<file path="src/hdl/etcc_pkg.sv">
package etcc_pkg;

    localparam int SAMPLE_W = 8;
    localparam int INDEX_W  = 32;
    localparam int PIN_W    = 3;
    localparam int OUT_TDATA_W = 48;

    // Configuration register indexes
    localparam logic [1:0] REG_WATCH_MASK  = 2'd0;
    localparam logic [1:0] REG_TRIG_MODE   = 2'd1;
    localparam logic [1:0] REG_TRIG_PIN    = 2'd2;
    localparam logic [1:0] REG_LAST_INDEX  = 2'd3;

    localparam logic [SAMPLE_W-1:0] WATCH_MASK_RST = 8'hFF;
    localparam logic [INDEX_W-1:0]  LAST_INDEX_RST = 32'd1000000;

    // Trigger modes; the unused code behaves as no trigger
    localparam logic [1:0] TRIG_NONE = 2'd0;
    localparam logic [1:0] TRIG_FALL = 2'd1;
    localparam logic [1:0] TRIG_RISE = 2'd2;

    typedef enum logic [1:0] {
        PH_WAIT    = 2'd0,
        PH_CAPTURE = 2'd1,
        PH_DONE    = 2'd2
    } phase_t;

    typedef struct packed {
        logic [SAMPLE_W-1:0] watch_mask;
        logic [1:0]          trigger_mode;
        logic [PIN_W-1:0]    trigger_pin;
        logic [INDEX_W-1:0]  last_sample_index;
    } cfg_t;

    typedef struct packed {
        phase_t              phase;
        logic                trig_primed;
        logic                cap_primed;
        logic [SAMPLE_W-1:0] prev_sample;
        logic [INDEX_W-1:0]  count;
    } state_t;

    typedef struct packed {
        logic                any_high;
        logic [SAMPLE_W-1:0] pins_value;
        logic [INDEX_W-1:0]  sample_index;
    } result_t;

endpackage

</file>
<file path="src/hdl/etcc_step.sv">
module etcc_step (
    input  logic [etcc_pkg::SAMPLE_W-1:0] sample,
    input  etcc_pkg::cfg_t                cfg,
    input  etcc_pkg::state_t              cur,
    output etcc_pkg::state_t              nxt,
    output logic                          res_valid,
    output etcc_pkg::result_t             res
);
    import etcc_pkg::*;

    logic                trig_on;
    logic                bit_prev;
    logic                bit_now;
    logic                fired;
    logic                enter;
    logic                active;
    logic                primed_eff;
    logic [INDEX_W-1:0]  count_eff;
    logic [SAMPLE_W-1:0] masked;

    always_comb
    begin
        trig_on  = (cfg.trigger_mode == TRIG_FALL) || (cfg.trigger_mode == TRIG_RISE);
        bit_prev = cur.prev_sample[cfg.trigger_pin];
        bit_now  = sample[cfg.trigger_pin];
        fired    = (cfg.trigger_mode == TRIG_FALL) ? (bit_prev && !bit_now)
                                                   : (!bit_prev && bit_now);
        // The very first sample under a trigger only primes the edge detector.
        enter      = (cur.phase == PH_WAIT) && (!trig_on || (cur.trig_primed && fired));
        active     = (cur.phase == PH_CAPTURE) || enter;
        primed_eff = enter ? 1'b0 : cur.cap_primed;
        count_eff  = enter ? '0 : cur.count;
    end

    // Next state
    always_comb
    begin
        nxt = cur;
        unique case (cur.phase)
            PH_WAIT:
            begin
                if (!enter)
                begin
                    nxt.trig_primed = 1'b1;
                    nxt.prev_sample = sample;
                end
            end
            PH_CAPTURE, PH_DONE:
            begin
            end
            default:
            begin
            end
        endcase
        if (active)
        begin
            nxt.cap_primed  = 1'b1;
            nxt.prev_sample = sample;
            if (count_eff >= cfg.last_sample_index)
            begin
                nxt.phase = PH_DONE;
                nxt.count = count_eff;
            end
            else
            begin
                nxt.phase = PH_CAPTURE;
                nxt.count = INDEX_W'(count_eff + 32'd1);
            end
        end
    end

    // Result
    always_comb
    begin
        masked           = sample & cfg.watch_mask;
        res_valid        = active &&
                           (!primed_eff || ((cur.prev_sample & cfg.watch_mask) != masked));
        res.sample_index = count_eff;
        res.pins_value   = masked;
        res.any_high     = |masked;
    end

endmodule

</file>
<file path="src/hdl/edge_triggered_change_capture.sv">
// Channel | Direction | tdata fields (low bit up)                       | tuser/tlast
// s_*     | in        | pin_sample[7:0]                                 | none
// m_*     | out       | sample_index[31:0], pins_value[39:32],          | none
//         |           | any_high[40], zero [47:41]                      |
// One item per cycle unless a held result stalls; a result shows the next cycle.
// The output register holds a result until taken, and a new item is accepted in
// the same cycle that the held result leaves.
// Reset (rst_n low, asynchronous) restores register defaults and the waiting phase.
// A stall on the output side stops input acceptance only while a result is held.
module edge_triggered_change_capture (
    input  logic                               clk,
    input  logic                               rst_n,
    input  logic                               cfg_wen,
    input  logic [1:0]                         cfg_addr,
    input  logic [etcc_pkg::INDEX_W-1:0]       cfg_wdata,
    input  logic                               s_tvalid,
    output logic                               s_tready,
    input  logic [etcc_pkg::SAMPLE_W-1:0]      s_tdata,   // pin_sample
    output logic                               m_tvalid,
    input  logic                               m_tready,
    output logic [etcc_pkg::OUT_TDATA_W-1:0]   m_tdata    // sample_index, pins_value, any_high
);
    import etcc_pkg::*;

    cfg_t    cfg_reg;
    state_t  state_reg;
    state_t  state_next;
    logic    res_valid;
    result_t res;
    result_t res_reg;
    logic    m_tvalid_reg;
    logic    s_accept;

    assign s_tready = !m_tvalid_reg || m_tready;
    assign s_accept = s_tvalid && s_tready;

    etcc_step u_step (
        .sample    (s_tdata),
        .cfg       (cfg_reg),
        .cur       (state_reg),
        .nxt       (state_next),
        .res_valid (res_valid),
        .res       (res)
    );

    always_ff @(posedge clk or negedge rst_n)
    begin
        if (!rst_n)
        begin
            cfg_reg.watch_mask        <= WATCH_MASK_RST;
            cfg_reg.trigger_mode      <= TRIG_NONE;
            cfg_reg.trigger_pin       <= '0;
            cfg_reg.last_sample_index <= LAST_INDEX_RST;
        end
        else if (cfg_wen)
        begin
            unique case (cfg_addr)
                REG_WATCH_MASK: cfg_reg.watch_mask        <= cfg_wdata[SAMPLE_W-1:0];
                REG_TRIG_MODE:  cfg_reg.trigger_mode      <= cfg_wdata[1:0];
                REG_TRIG_PIN:   cfg_reg.trigger_pin       <= cfg_wdata[PIN_W-1:0];
                REG_LAST_INDEX: cfg_reg.last_sample_index <= cfg_wdata;
                default:        cfg_reg.last_sample_index <= cfg_reg.last_sample_index;
            endcase
        end
    end

    always_ff @(posedge clk or negedge rst_n)
    begin
        if (!rst_n)
        begin
            state_reg.phase       <= PH_WAIT;
            state_reg.trig_primed <= 1'b0;
            state_reg.cap_primed  <= 1'b0;
            state_reg.prev_sample <= '0;
            state_reg.count       <= '0;
            m_tvalid_reg          <= 1'b0;
        end
        else
        begin
            if (s_accept)
            begin
                state_reg    <= state_next;
                m_tvalid_reg <= res_valid;
            end
            else if (m_tready)
            begin
                m_tvalid_reg <= 1'b0;
            end
        end
    end

    always_ff @(posedge clk)
    begin
        if (s_accept && res_valid)
        begin
            res_reg <= res;
        end
    end

    assign m_tvalid = m_tvalid_reg;
    assign m_tdata  = {{(OUT_TDATA_W - INDEX_W - SAMPLE_W - 1){1'b0}}, res_reg};

`ifndef ASSERT_OFF
    a_done_sticks: assert property (@(posedge clk) disable iff (!rst_n)
        state_reg.phase == PH_DONE |=> state_reg.phase == PH_DONE)
        else $error("capture left the done phase");

    a_done_silent: assert property (@(posedge clk) disable iff (!rst_n)
        (state_reg.phase == PH_DONE) && !m_tvalid_reg |=> !m_tvalid_reg)
        else $error("result produced after capture finished");

    a_capture_primed: assert property (@(posedge clk) disable iff (!rst_n)
        state_reg.phase == PH_CAPTURE |-> state_reg.cap_primed)
        else $error("capturing without a previous sample");

    a_start_reported: assert property (@(posedge clk) disable iff (!rst_n)
        s_accept && (state_reg.phase == PH_WAIT) && (state_next.phase != PH_WAIT)
        |=> m_tvalid_reg && (res_reg.sample_index == '0))
        else $error("capture start not reported as index zero");
`endif

endmodule
</file>
<file path="config.mk">
export PLATFORM = sky130hd
export DESIGN_NAME = edge_triggered_change_capture
export DESIGN_NICKNAME = d
export VERILOG_FILES = /design/src/hdl/etcc_pkg.sv /design/src/hdl/etcc_step.sv /design/src/hdl/edge_triggered_change_capture.sv
export SDC_FILE = /design/constraint.sdc
export NUM_CORES = 1
export LEC_CHECK = 0
export ABC_AREA = 1
export BUFFER_PORTS_ARGS = -buffer_cell sky130_fd_sc_hd__buf_2
export CORE_UTILIZATION = 45
export DETAILED_ROUTE_END_ITERATION = 7
export GPL_TIMING_DRIVEN = 0
export HOLD_SLACK_MARGIN = 0.05
export PLACE_DENSITY = 0.71
export SLEW_MARGIN = 20
export SYNTH_ARGS = -nofsm -noshare
export SYNTH_HDL_FRONTEND = slang
export SYNTH_SLANG_ARGS = --single-unit
</file>
<file path="constraint.sdc">
create_clock -name clk -period 3.8 [get_ports clk]
set_input_delay 0.76 -clock clk [delete_from_list [all_inputs] [get_ports clk]]
set_output_delay 0.76 -clock clk [all_outputs]
set_load 0.03 [all_outputs]
</file>
* After elaboration in Yosys (flattened, before gate mapping)
Cells that the tools add are included.
Storage, ports and cells: logic and storage cells 70, flip-flop bits (word level) 131, bits of input ports 47, output and inout bits 50
Cells by class: bitwise gates (word level) 3, reduce and logical (&&, ||, !) cells 29, $add $sub $neg 1, equal/unequal tests 8, mux-type cells 14, magnitude comparators 2
Operators by type and width (count):
- $mux 32 | 2
- $mux 40 | 1
- $add 32x1->32 const B | 1
- $ge 32x32->1 | 1
- $and 8x8->8 | 2
- $mux 8 | 2
- $reduce_and 2->1 | 5
- $ne 8x8->1 | 1
- $reduce_or 8->1 | 1
- $logic_and 1x1->1 | 7
- $bmux 1 s3 | 2
- $eq 2x1->1 const B | 3
- $eq 2x2->1 const B | 3
- $mux 1 | 6
- $reduce_and 3->1 | 2
- $logic_not 1->1 | 5
- $logic_or 1x1->1 | 5
- $logic_not 2->1 | 2
- $lt 3x4->1 const B | 1
- $reduce_bool 2->1 | 2
- $mux 2 | 1
- $ne 2x2->1 const B | 1
- $not 1->1 | 1

* Logic depth before layout (Yosys ltp)
word-level depth 13, gate-level depth with buffers 35, mapped depth without buffers 33

* Modules after synthesis
From an unflattened synthesis, not the netlist that was laid out.
Unflattened totals: cells, all modules 1084, area, all modules 8355.5 um^2
By module, submodules not included:
- edge_triggered_change_capture | area each 5071.1 um^2, cells each 444, times used 1, seq. area each 3502.1 um^2
- etcc_step | area each 3284.4 um^2, cells each 640, times used 1, seq. area each 0.0 um^2

* Worst setup path before layout
Ideal clock, no wire load.
path type in2reg, from in m_tready, to reg res_reg, in the netlist m_tdata[0], enable pin, required time 3.361 ns, arrival 3.452 ns, stages 6, library setup time 0.439 ns, buffers on the path 0, path slack -0.092 ns, cell sequence inv_1 > nand2_1 > nand2_1 > nor2_1 > nand2_1 > nor2_1
Between the ends: longest elaborated chain between the ends 3
Ends and longest elaborated chain:
- start, declared | RTL line edge_triggered_change_capture.sv:20 | input logic m_tready,
- $logic_or 1x1->1 | RTL line edge_triggered_change_capture.sv:34 | assign s_tready = !m_tvalid_reg || m_tready;
- via s_tready | RTL line edge_triggered_change_capture.sv:17 | output logic s_tready,
- $logic_and 1x1->1 | RTL line edge_triggered_change_capture.sv:35 | assign s_accept = s_tvalid && s_tready;
- $logic_and 1x1->1 | RTL line edge_triggered_change_capture.sv:94 | if (s_accept && res_valid)
- end signal, assigned | RTL line edge_triggered_change_capture.sv:96 | res_reg <= res;
- end, declared | RTL line edge_triggered_change_capture.sv:30 | result_t res_reg;
The timed path passes the listed nets, and every way through them passes these cells. A chain may end at the register's enable or synchronous reset.

==> impl_metrics.csv <==
group,metric,value,unit
run_status,outcome,"complete, but fails checks",
run_status,violations,"negative setup slack",
timing,worstMarginPinSlew,0.843,ns
synthesis,synthSimpleGateAreaFrac,0.254,
setup_path,arrival,4.13,ns
routing,drc,0,
place,place_area,0.00791,mm²
setup_path,cp-start-kind,"flop",
final_layout,fin_area,0.00897,mm²
synthesis,synth_fa_ha_area_frac,0.0599,
setup_path,path_max_fanout,7,
floorplan,initial_core_util,0.464,
final_layout,num_antenna_cells,0,
synthesis,synth_edf_count,41,
setup_path,slowest_stage,"dfrtp_1",
grt,grt-busiest-layer,"met2",
synthesis,postSynth.asyncResetShare,0.687,
flow_run,cap_violations,0,
place,dp.cells,1148,
synthesis,ys_types,39,
cts,clkSlewWorstSetupHoldPaths,0.06,ns
timing,hold_viol,0,
synthesis,ys_seq_elements,131,
cts,cts_inserted_buffers,17,
place,place.gp.congestion,0.896,
synthesis,synth_xor_area_frac,0.0222,
timing,hold-worst-slack,0.244,ns
grt,use_met1,0.283,
timing,min_period,3.83,ns
synthesis,synth_mux_area_frac,0,
cts,clock-sinks,131,
final_layout,fin_cells,1196,
synthesis,syn_avg_cell_area,8.46,µm²
floorplan,die_w,128,µm
floorplan,num_rows,45,
grt,met2_usage,0.337,
synthesis,ys_seq_area_frac,0.493,
hold_path,hold_path.class,"primary input to async pin",
cts,cts_tree,"built",
power,power.leakage,4.47,nW
place,post-dp-hpwl,12.2,mm
setup_path,required,4.11,ns
routing,wl_per_cell,14.4,µm
routing,vias,5976,
timing,fmax,261,MHz
synthesis,synth-main-ff-cell,"dfrtp_1",
synthesis,synthCells,840,
grt,grt_usage,0.211,
setup_path,path_class,"flop to flop",
timing,relSlewSlack,0.433,
power,ir_drop,0.000362,V
cts,clk_latency,0.42,ns
timing,fin_ws,-0.0276,ns
setup_path,cp_slowest_stage_delay,0.42,ns
synthesis,synth_compound_area_frac,0.0685,
routing,drtIter0Drc,401,
grt,antenna_found_initial,0,
cts,ctsHtreeMaxLevel,4,
routing,ant_nets,0,
final_layout,fin_nets,1053,
timing,fin_crit_sh,1.01,
timing,slew_violations,0,
cts,root_buffer,"clkbuf_16",
power,power.density,524,mW/mm²
power,fin_total_pwr,4.70,mW
setup_path,cpMostUsedCell,"nand2_1",
floorplan,die-area,0.0163,mm²
timing,finClkSkew,0.00735,ns
cts,cts_buffer_depth,2,
synthesis,synth_area,0.00710,mm²
floorplan,dieHeight,128,µm
synthesis,synth_top_family_by_area,"simple AND/OR/NAND/NOR gates",
final_layout,drive_gt1_frac,0.280,
grt,grt_overflow_total,0,
routing,drt_first_pass_iters,8,
synthesis,ys_warn_count,0,
grt,grt_max_degree,54,
grt,grt_pass1_vias,5389,
timing,rsz0062_at_grt,"true",
routing,vias_per_cell,5.00,
routing,drt-total-wl,17.2,mm
timing,finalSetupViolCount,1,
floorplan,core_area,0.0153,mm²
place,io_buffers,89,
final_layout,area_delta_synth_final,26.3,%
floorplan,io_pins,97,
grt,grt_pass1_wl,26.4,mm
final_layout,utilization,0.586,
final_layout,largest_reg_flops,45,
grt,use_met3,0.0419,
setup_path,endpoint_kind,"flop",
-- final timing paths --
check	from	endpoint	slack [ns]	cells after the start
max	cfg_reg[32]	state_reg[25]	-0.03	30
min	rst_n	state_reg[41]	0.24	1
max reg2reg	cfg_reg[32]	state_reg[25]	-0.03	30
min reg2reg	state_reg[41]	state_reg[41]	0.47	2
max in group asynchronous	rst_n	cfg_reg[16]	2.91	2
min in group clk	state_reg[41]	state_reg[41]	0.47	2
-- where the power goes --
group	internal [mW]	leakage, nW	switching, mW
clock	0.862	0.262	0.612
combinational	0.496	2.72	0.910
sequential	1.73	1.50	0.0946
-- area by class of cell --
type | count | area (µm²)
Sequential cell | 131 | 3500
Clock inverter | 13 | 86.3
Buffer | 23 | 175
Inverter | 149 | 572
Tap cell | 211 | 264
Fill cell | 1347 | 6340
Timing Repair Buffer | 108 | 689
Clock buffer | 19 | 453
Multi-Input combinational cell | 542 | 3230
-- kinds of logic (layout without fill, tap and decap cells) --
group,Yosys count,in the layout
and+or+nand+nor,393,393
buffers and inverters,173,312
DFF,131,131
AOI/OAI and AO/OA,90,90
adders and majority gates,34,34
xor gates and xnor gates,18,18
other,1,7
-- critical path: cells and delay by family (launching register included) --
family / cells / cell delay, ns
AOI/OAI and AO/OA: 2 / 0.25
adders and majority gates: 1 / 0.28
buffers and inverters: 5 / 0.57
DFF: 1 / 0.42
and+or+nand+nor: 22 / 2.20
-- cells in the mapped netlist (3+ instances only) --
library cell    n  area, µm²
edfxtp_1       41       1230
nand3_2         9       90.1
buf_4           7       52.6
nor3_1          5       25.0
nor2_2         11       68.8
buf_2           3       15.0
nand2_2         7       43.8
dfrtp_1        75       1880
o21ai_0        37        185
clkbuf_1       10       37.5
o21a_1          3       22.5
xnor2_1         8       70.1
a21oi_1        41        205
xor2_1         10       87.6
o2111ai_1       3       26.3
nand3_1        57        285
nor4_1          3       18.8
nand2_1       198        743
ha_1           34        425
nand3_4         3       52.6
nor2_1         78        293
dfstp_2        15        394
inv_1         148        556
nor2_4          7       78.8
nand4_1        10       62.6
-- routing by layer --
metal	vias to the layer above	routed length [µm]
met2	203	8110
met1	2820	7610
met4	0	391
li1	2923	-
met3	30	1050
met5	-	0
-- through the flow --
step	setup TNS, ns	setup slack, ns
after global placement	-39.67	-0.940
after global routing	-1.92	-0.180
after CTS	0	0.0219
after floorplan	0	0.0225
final	-0.0276	-0.0276
after detailed placement	-25.23	-0.956
-- placed cells by master (no fill, tap or decap), drive strengths merged, types with 3 or more instances in the layout --
cell type / count
clkinvlp: 3
conb: 7
o21bai: 3
nor4: 3
ha: 34
nor2: 96
o21ai: 37
edfxtp: 41
clkinv: 9
inv: 150
a21oi: 41
xnor2: 8
nor3: 5
o21a: 3
nand4: 10
nand3: 69
clkbuf: 29
xor2: 10
dfrtp: 75
nand2: 207
dfstp: 15
o2111ai: 3
buf: 121
-- repair_timing --
item | in CTS | in global routing
cloned | 0 | 3
setup buffers | 10 | 4
pin swaps | 8 | 25
endpoints found under the setup margin | 33 | 28
gates resized for setup | 24 | 72
hold buffers | 0 | 0
Power figures use the tool's default switching activity.
